===== src/filtered_message_queue_top_macros.svh =====
// Assertion macros used by the queue top level.
`ifndef FILTERED_MESSAGE_QUEUE_TOP_MACROS_SVH
`define FILTERED_MESSAGE_QUEUE_TOP_MACROS_SVH

// The consequent must hold in the same cycle as the antecedent.
`define FMQ_ASSERT_NOW(label, ante, cons) \
  label: assert property (@(posedge clk) disable iff (rst) (ante) |-> (cons)) \
    else $error("queue check failed");

// The consequent must hold in the cycle after the antecedent.
`define FMQ_ASSERT_NEXT(label, ante, cons) \
  label: assert property (@(posedge clk) disable iff (rst) (ante) |=> (cons)) \
    else $error("queue check failed");

`endif


===== src/fmq_pkg.sv =====
// Types and constants shared by the queue cells and the top level.
package fmq_pkg;

  localparam int TYPE_W        = 16;
  localparam int HANDLE_W      = 32;
  localparam int FLEN_W        = 4;
  localparam int FILTER_FIELDS = 4;
  localparam int IN_TDATA_W    = 120;

  localparam logic REQ_PUT = 1'b0;
  localparam logic REQ_GET = 1'b1;

  typedef enum logic [1:0] {
    ST_IDLE,
    ST_EVAL,
    ST_APPLY
  } state_t;

  typedef struct packed {
    logic                                   get;
    logic [TYPE_W-1:0]                      entry_type;
    logic [HANDLE_W-1:0]                    entry_handle;
    logic signed [FLEN_W-1:0]               filter_length;
    logic [FILTER_FIELDS-1:0][TYPE_W-1:0]   filter_type;
  } req_t;

  // Broadcast from the sequencer to every cell.
  typedef struct packed {
    logic                                   eval;
    logic                                   apply_put;
    logic                                   apply_get;
    logic                                   pass_any;
    logic                                   exclude;
    logic [FILTER_FIELDS-1:0]               type_en;
    logic [FILTER_FIELDS-1:0][TYPE_W-1:0]   filter_type;
    logic [TYPE_W-1:0]                      put_type;
    logic [HANDLE_W-1:0]                    put_handle;
  } cell_ctrl_t;

endpackage


===== src/filtered_message_queue_top.sv =====
// Message queue with filtered removal, built as a row of shifting slot cells.
//
//   channel   dir   tdata / tuser contents
//   s_*       in    requests: put entry at tail or get first entry passing filter
//   m_*       out   results: accepted flag, removed entry, occupancy
//
// An item goes through accept, filter evaluation in every cell, then the tail write
// for a put, or the priority pick and shift along the cell row for a get. A new item is
// accepted in the cycle after the result is registered; the block takes no new item
// until the previous one has been applied. The apply cycle waits while the previous result is still held on m_*.
// Reset clears the occupancy count and the sequencer; slot contents are not cleared.
`include "filtered_message_queue_top_macros.svh"

module filtered_message_queue_top
  import fmq_pkg::*;
#(
  parameter int QUEUE_DEPTH = 16,
  parameter int MAX_FILTER  = 4,
  localparam int CNT_W       = $clog2(QUEUE_DEPTH + 1),
  localparam int OUT_BITS    = 1 + TYPE_W + HANDLE_W + CNT_W,
  localparam int OUT_TDATA_W = ((OUT_BITS + 7) / 8) * 8
) (
  input  logic                   clk,
  input  logic                   rst,
  input  logic                   s_tvalid,
  output logic                   s_tready,
  // entry_type, entry_handle, filter_length, filter_type_0..filter_type_3
  input  logic [IN_TDATA_W-1:0]  s_tdata,
  // req_type
  input  logic                   s_tuser,
  output logic                   m_tvalid,
  input  logic                   m_tready,
  // accepted, found_type, found_handle, occupancy
  output logic [OUT_TDATA_W-1:0] m_tdata
);

  localparam int LIMIT = (MAX_FILTER < FILTER_FIELDS) ? MAX_FILTER : FILTER_FIELDS;

  state_t             state;
  state_t             state_next;
  req_t               req_q;
  logic [CNT_W-1:0]   count;
  logic [CNT_W-1:0]   count_next;
  logic               in_go;
  logic               eval_go;
  logic               apply_go;
  logic               acc_q;
  logic [TYPE_W-1:0]  type_q;
  logic [HANDLE_W-1:0] handle_q;
  logic [CNT_W-1:0]   occ_q;
  logic               res_acc;
  logic [TYPE_W-1:0]  res_type;
  logic [HANDLE_W-1:0] res_handle;
  logic [FLEN_W-1:0]  mag_raw;
  logic [FLEN_W-1:0]  mag;
  cell_ctrl_t         ctrl;

  logic                hit   [0:QUEUE_DEPTH];
  logic [TYPE_W-1:0]   f_type   [0:QUEUE_DEPTH];
  logic [HANDLE_W-1:0] f_handle [0:QUEUE_DEPTH];
  logic [TYPE_W-1:0]   s_type   [0:QUEUE_DEPTH];
  logic [HANDLE_W-1:0] s_handle [0:QUEUE_DEPTH];

  // Sequencer: next state.
  always_comb begin
    state_next = state;
    case (state)
      ST_IDLE:  if (s_tvalid) state_next = ST_EVAL;
      ST_EVAL:  state_next = ST_APPLY;
      ST_APPLY: if (!m_tvalid || m_tready) state_next = ST_IDLE;
      default:  state_next = ST_IDLE;
    endcase
  end

  // Sequencer: outputs.
  always_comb begin
    s_tready = 1'b0;
    eval_go  = 1'b0;
    apply_go = 1'b0;
    case (state)
      ST_IDLE:  s_tready = !rst;
      ST_EVAL:  eval_go  = 1'b1;
      ST_APPLY: apply_go = !m_tvalid || m_tready;
      default:  s_tready = 1'b0;
    endcase
  end

  assign in_go = s_tvalid & s_tready;

  always_ff @(posedge clk) begin
    if (rst) begin
      state <= ST_IDLE;
    end else begin
      state <= state_next;
    end
  end

  always_ff @(posedge clk) begin
    if (in_go) begin
      req_q.get           <= s_tuser;
      req_q.entry_type    <= s_tdata[15:0];
      req_q.entry_handle  <= s_tdata[47:16];
      req_q.filter_length <= s_tdata[51:48];
      req_q.filter_type   <= s_tdata[115:52];
    end
  end

  // Filter decode: magnitude saturates to the usable list length, sign picks exclude.
  assign mag_raw = req_q.filter_length[FLEN_W-1] ? (FLEN_W'(0) - req_q.filter_length)
                                                 : req_q.filter_length;
  assign mag     = (mag_raw > FLEN_W'(LIMIT)) ? FLEN_W'(LIMIT) : mag_raw;

  always_comb begin
    ctrl.eval        = eval_go;
    ctrl.apply_put   = apply_go & (req_q.get == REQ_PUT);
    ctrl.apply_get   = apply_go & (req_q.get == REQ_GET);
    ctrl.pass_any    = req_q.filter_length == '0;
    ctrl.exclude     = req_q.filter_length[FLEN_W-1];
    ctrl.filter_type = req_q.filter_type;
    ctrl.put_type    = req_q.entry_type;
    ctrl.put_handle  = req_q.entry_handle;
    for (int j = 0; j < FILTER_FIELDS; j++) begin
      ctrl.type_en[j] = FLEN_W'(j) < mag;
    end
  end

  assign hit[0]                = 1'b0;
  assign f_type[0]             = '0;
  assign f_handle[0]           = '0;
  assign s_type[QUEUE_DEPTH]   = '0;
  assign s_handle[QUEUE_DEPTH] = '0;

  for (genvar i = 0; i < QUEUE_DEPTH; i++) begin : g_cell
    fmq_cell #(
      .IDX   (i),
      .CNT_W (CNT_W)
    ) u_cell (
      .clk            (clk),
      .ctrl           (ctrl),
      .count          (count),
      .hit_in         (hit[i]),
      .hit_out        (hit[i+1]),
      .nbr_type       (s_type[i+1]),
      .nbr_handle     (s_handle[i+1]),
      .fnd_type_in    (f_type[i]),
      .fnd_handle_in  (f_handle[i]),
      .fnd_type_out   (f_type[i+1]),
      .fnd_handle_out (f_handle[i+1]),
      .slot_type      (s_type[i]),
      .slot_handle    (s_handle[i])
    );
  end

  always_comb begin
    count_next = count;
    res_type   = '0;
    res_handle = '0;
    if (req_q.get == REQ_PUT) begin
      res_acc = count < CNT_W'(QUEUE_DEPTH);
      if (res_acc) begin
        count_next = count + CNT_W'(1);
      end
    end else begin
      res_acc    = hit[QUEUE_DEPTH];
      res_type   = f_type[QUEUE_DEPTH];
      res_handle = f_handle[QUEUE_DEPTH];
      if (res_acc) begin
        count_next = count - CNT_W'(1);
      end
    end
  end

  always_ff @(posedge clk) begin
    if (rst) begin
      count    <= '0;
      m_tvalid <= 1'b0;
    end else begin
      if (apply_go) begin
        count    <= count_next;
        m_tvalid <= 1'b1;
      end else if (m_tready) begin
        m_tvalid <= 1'b0;
      end
    end
  end

  always_ff @(posedge clk) begin
    if (apply_go) begin
      acc_q    <= res_acc;
      type_q   <= res_type;
      handle_q <= res_handle;
      occ_q    <= count_next;
    end
  end

  assign m_tdata = OUT_TDATA_W'({occ_q, handle_q, type_q, acc_q});

  `FMQ_ASSERT_NOW(a_count_bound, 1'b1, count <= CNT_W'(QUEUE_DEPTH))
  `FMQ_ASSERT_NEXT(a_result_shown, apply_go, m_tvalid)
  `FMQ_ASSERT_NOW(a_refused_zero, m_tvalid && !acc_q, type_q == '0 && handle_q == '0)
  `FMQ_ASSERT_NEXT(a_occ_tracks, apply_go, occ_q == count)
  `FMQ_ASSERT_NEXT(a_hold_result, m_tvalid && !m_tready, m_tvalid && $stable(m_tdata))

endmodule


===== src/fmq_cell.sv =====
// One queue slot: holds an entry, tests it against the filter and shifts toward the head.
module fmq_cell
  import fmq_pkg::*;
#(
  parameter int IDX   = 0,
  parameter int CNT_W = 5
) (
  input  logic                clk,
  input  cell_ctrl_t          ctrl,
  input  logic [CNT_W-1:0]    count,
  input  logic                hit_in,
  output logic                hit_out,
  input  logic [TYPE_W-1:0]   nbr_type,
  input  logic [HANDLE_W-1:0] nbr_handle,
  input  logic [TYPE_W-1:0]   fnd_type_in,
  input  logic [HANDLE_W-1:0] fnd_handle_in,
  output logic [TYPE_W-1:0]   fnd_type_out,
  output logic [HANDLE_W-1:0] fnd_handle_out,
  output logic [TYPE_W-1:0]   slot_type,
  output logic [HANDLE_W-1:0] slot_handle
);

  logic [TYPE_W-1:0]   type_q;
  logic [HANDLE_W-1:0] handle_q;
  logic                pass_q;
  logic                live;
  logic                listed;
  logic                sel;
  logic                take;

  assign live = CNT_W'(IDX) < count;

  always_comb begin
    listed = 1'b0;
    for (int j = 0; j < FILTER_FIELDS; j++) begin
      if (ctrl.type_en[j] && (ctrl.filter_type[j] == type_q)) begin
        listed = 1'b1;
      end
    end
  end

  // The first passing cell is the one whose left neighbors all failed.
  assign hit_out = hit_in | pass_q;
  assign sel     = pass_q & ~hit_in;
  assign take    = hit_in | pass_q;

  assign fnd_type_out   = fnd_type_in | (sel ? type_q : '0);
  assign fnd_handle_out = fnd_handle_in | (sel ? handle_q : '0);
  assign slot_type      = type_q;
  assign slot_handle    = handle_q;

  always_ff @(posedge clk) begin
    if (ctrl.eval) begin
      pass_q <= live & (ctrl.pass_any | (ctrl.exclude ^ listed));
    end
    if (ctrl.apply_put && (count == CNT_W'(IDX))) begin
      type_q   <= ctrl.put_type;
      handle_q <= ctrl.put_handle;
    end else if (ctrl.apply_get && take) begin
      type_q   <= nbr_type;
      handle_q <= nbr_handle;
    end
  end

endmodule


===== config.mk =====
export PLATFORM = sky130hd
export DESIGN_NAME = filtered_message_queue_top
export DESIGN_NICKNAME = d
export VERILOG_FILES = /design/src/fmq_pkg.sv /design/src/filtered_message_queue_top.sv /design/src/fmq_cell.sv
export VERILOG_INCLUDE_DIRS = /design/src /design/src/src
export SDC_FILE = /design/constraint.sdc
export NUM_CORES = 2
export LEC_CHECK = 0
export ABC_CLOCK_PERIOD_IN_PS = 10700
export BUFFER_PORTS_ARGS = -buffer_cell sky130_fd_sc_hd__buf_2
export CELL_PAD_IN_SITES_DETAIL_PLACEMENT = 0
export CELL_PAD_IN_SITES_GLOBAL_PLACEMENT = 2
export CORE_MARGIN = 2
export CORE_UTILIZATION = 45
export CTS_BUF_LIST = sky130_fd_sc_hd__clkbuf_16
export CTS_CLUSTER_DIAMETER = 150
export DETAILED_ROUTE_END_ITERATION = 16
export PLACE_DENSITY_LB_ADDON = 0.1
export SETUP_SLACK_MARGIN = 0.15
export SYNTH_ARGS = -nofsm -noshare
export SYNTH_HDL_FRONTEND = slang
export SYNTH_HIERARCHICAL = 1
export SYNTH_SLANG_ARGS = --single-unit

===== constraint.sdc =====
create_clock -name clk -period 10.7 [get_ports clk]
set_input_delay 1.07 -clock clk [delete_from_list [all_inputs] [get_ports clk]]
set_output_delay 1.07 -clock clk [all_outputs]
set_load 0.01 [all_outputs]

==> results.md <==
* Outcome: complete, no violations
* Worst path slowest cell: edfxtp_1
* Leak at 0.0255 uW
* #FFs+latches synth at 963
* Ys flop type: edfxtp_1
* Root Driver: clkbuf_16
* WP buf/inv at 1
* Core ar. at 131000 sq um
* Share of the synthesized area in the top cell type at 0.482
* Final Max Slew Viols at 0
* Syn Area/Cell at 12.8 sq um
* Grt met2 use at 0.514
* Largest cells by area after synthesis: edfxtp_1, mux2_2, xor2_1, a21o_1, xnor2_1
* Crit path launch type: flop
* Sequential area share after synthesis at 0.485
* Switching Share at 0.250
* H-tree Lvls at 3
* 1st-pass router iterations at 6
* Post-synth EDFFs at 955
* CTS Hold Bufs at 0
* Top-count cell post-synth: edfxtp_1
* Fmax at 135 MHz
* Die area at 135000 sq um
* Die W at 368 microns
* Cell family with most CP delay: simple AND/OR/NAND/NOR gates
* Reg clk slew, reported paths at 0.06 ns
* Most utilized layer in the global route result: met2
* Vias in the first global route at 40640
* Setup TNS at 0 ns
* Synth cell count leaders: edfxtp_1, xor2_1, a21o_1, mux2_2, xnor2_1
* Initial antenna violation count at 10
* MaxCap Viol Count at 0
* Sequential power share at 0.478
* Clk_lat worst skew at 0.76 ns
* Cell count of the worst hold path at 1
* Worst path depth at 18
* Post-DP HPWL at 134000 microns
* Most frequent CP cell: or2_2
* R2R cell count at 18
* Global route overflow at 0
* CP endpoint kind: flop
* Layout Skew at 0.0595 ns
* Comb power frac at 0.087
* Power per Cell Area at 138 nW/um^2
* Synth warn at 6
* Max incr delay on CP at 0.40 ns
* Slew @ Worst Pin at 1.27 ns
* CTS Sinks at 963
* Routed WL at 225000 microns
* DIE HEIGHT at 368 microns
* Setup violations, final at 0
* Post-synth top area cell: edfxtp_1
* Fill cells at 11784
* First-pass GRT wire length at 314000 microns
* Int Pwr at 6750 uW
* Util after Layout at 0.496
* Relative slew slack at 0.152
* GRT met1 Usage at 0.443
* Share of synthesized registers carrying an async set or reset at 0
* DR vias/cell at 6.16
* RSZ-0062 raised after global routing: no
* # IOs at 183
* Max VDD drop at 0.126 mV
* Post-layout nets at 4882
* HP Class: in2reg
* DRC at 0
* Tot GR Track Use at 0.327
* Gate Count Post-Synth at 4665
* Iteration-0 DRC Markers at 4701
* Data arrival, critical path at 7.79 ns
* Fin crit period at 7.42 ns
* Via count at 40645
* PortBufs at 176
* Cell Rows at 133
* CP Class: reg2reg
* P&R area growth vs syn at 9.31%
* TritonCTS buffer count at 112
* CP required at 11.08 ns
* Clock power share at 0.436
* Mapped Area at 59500 sq um
* Drt wl/cell at 34.1 microns
* Share of layout cells above drive strength 1 at 0.270
* Post-CTS Resized at 0
* Largest net degree at the start of global routing at 61
* Netlist cell types at 63
* Switching power total at 2250 uW
* Antenna viol nets, final at 0
* Final period util at 0.693
* CTS tree: built
* Post-CTS Setup Bufs at 0
* Cell Chain, Critical Path: or2_2, or2_2, or2_2, or2_2, or2_2, or2_2, or2_2, or2_2, or2_2, or2_2, or2_2, or2_2, or2_2, or2_2, or2_2, or2_2, a21o_2, buf_4
* Met3 Use GR at 0.0636
* Final GP Congestion at 0.929
* Initial cell density of the core at 0.453
* Critical path fanouts, max at 34
* CTS Buffer Depth at 3
* Final Hold Violating Endpoints at 0
placed cells by master (no fill, tap or decap), drive strengths merged, types with 2 or more instances in the layout:
cell type and count:
edfxtp 955, xor2 851, a21o 777, mux2 768, buf 308, xnor2 178, nor4 178, nand3 132
clkbuf 112, conb 100, nor3 68, clkinv 58, and2 50, nand2 32, nor2b 32, nand4 31
o22ai 24, inv 23, or2 19, o21ai 17, bufinv 14, and3 14, nor2 14, or4 12
clkinvlp 10, a21oi 9, dfxtp 8, nor3b 5, nand2b 4, a311oi 4, nor4b 4, or3 4
nand4b 3, ha 3, o211a 3, o22a 3, o21a 3, o211ai 2, and4bb 2
through the flow:
stage	setup slack (ns)	total power, uW	hold WS [ns]	cells	instance area, sq um
final	3.28	8990	0.479	6603	65100
after global placement	3.43	5130	0.502	6395	61300
after global routing	3.15	9250	0.444	6602	65100
after detailed placement	3.35	5130	0.503	6395	61300
after floorplan	4.25	4820	0.473	4764	59900
after CTS	3.32	9060	0.433	6602	65100
final cells by class:
type | instances | area [sq um] | area share
timing repair buffer | 308 | 1870 | 0.0288
clock inverter | 95 | 927 | 0.0143
multi-input combinational | 3359 | 28400 | 0.436
tap | 1755 | 2200 | 0.0338
inverter | 10 | 37.5 | 0.000577
clock buffer | 112 | 2800 | 0.0431
sequential | 963 | 28800 | 0.443
antenna | 1 | 2.50 | 0.0000385
power by group through the flow:
stage          registers [uW]  clock network, uW  logic [uW]
2_1_floorplan            4380                  0         437
3_3_place_gp             4370                  0         754
3_5_place_dp             4370                  0         760
4_1_cts                  4290               4000         763
5_1_grt                  4300               4130         813
6_report                 4300               3920         780
worst paths after layout:
check                                        startpoint  slack (ns)                          endpoint
worst max register to register  g_cell[0].u_cell/pass_q        3.28  g_cell[15].u_cell/slot_handle[6]
worst min-delay path                        s_tdata[32]        0.48                          ctrl[16]
worst min register to register                 state[1]        0.51                          m_tvalid
worst max-delay path            g_cell[0].u_cell/pass_q        3.28  g_cell[15].u_cell/slot_handle[6]
cells by family after synthesis:
kind of cell | synth area share
AND/OR/NAND/NOR | 0.0600
multiplexers | 0.147
XOR/XNOR | 0.152
AO/OA/AOI/OAI | 0.107
adder cells (fa/ha/maj) | 0.000631
flip-flops | 0.485
other | 0.0000630
buffers and inverters | 0.0500
layer usage:
layer,vias up,share of wire
li1,17243,-
met1,20816,0.42
met2,2058,0.45
met3,526,0.087
met4,2,0.045
met5,-,0.000058
registers in the layout, summed over array words and instances (netlist names), 2 cells and up:
name / count
g_cell.u_cell/slot_handle: 512
g_cell.u_cell/slot_type: 256
ctrl: 113
handle_q: 32
g_cell.u_cell/pass_q: 16
type_q: 16
count: 5
occ_q: 5
req_q: 4
state: 2
worst reg2reg max path: stages, from the launching register on:
cell and delay, ns:
edfxtp_1 0.40, or2_2 0.34, or2_2 0.36, or2_2 0.37, or2_2 0.36, or2_2 0.35, or2_2 0.36, or2_2 0.35
or2_2 0.35, or2_2 0.37, or2_2 0.36, or2_2 0.36, or2_2 0.37, or2_2 0.37, or2_2 0.36, or2_2 0.35
or2_2 0.38, a21o_2 0.40, buf_4 0.35
Power figures use the tool's default switching activity.
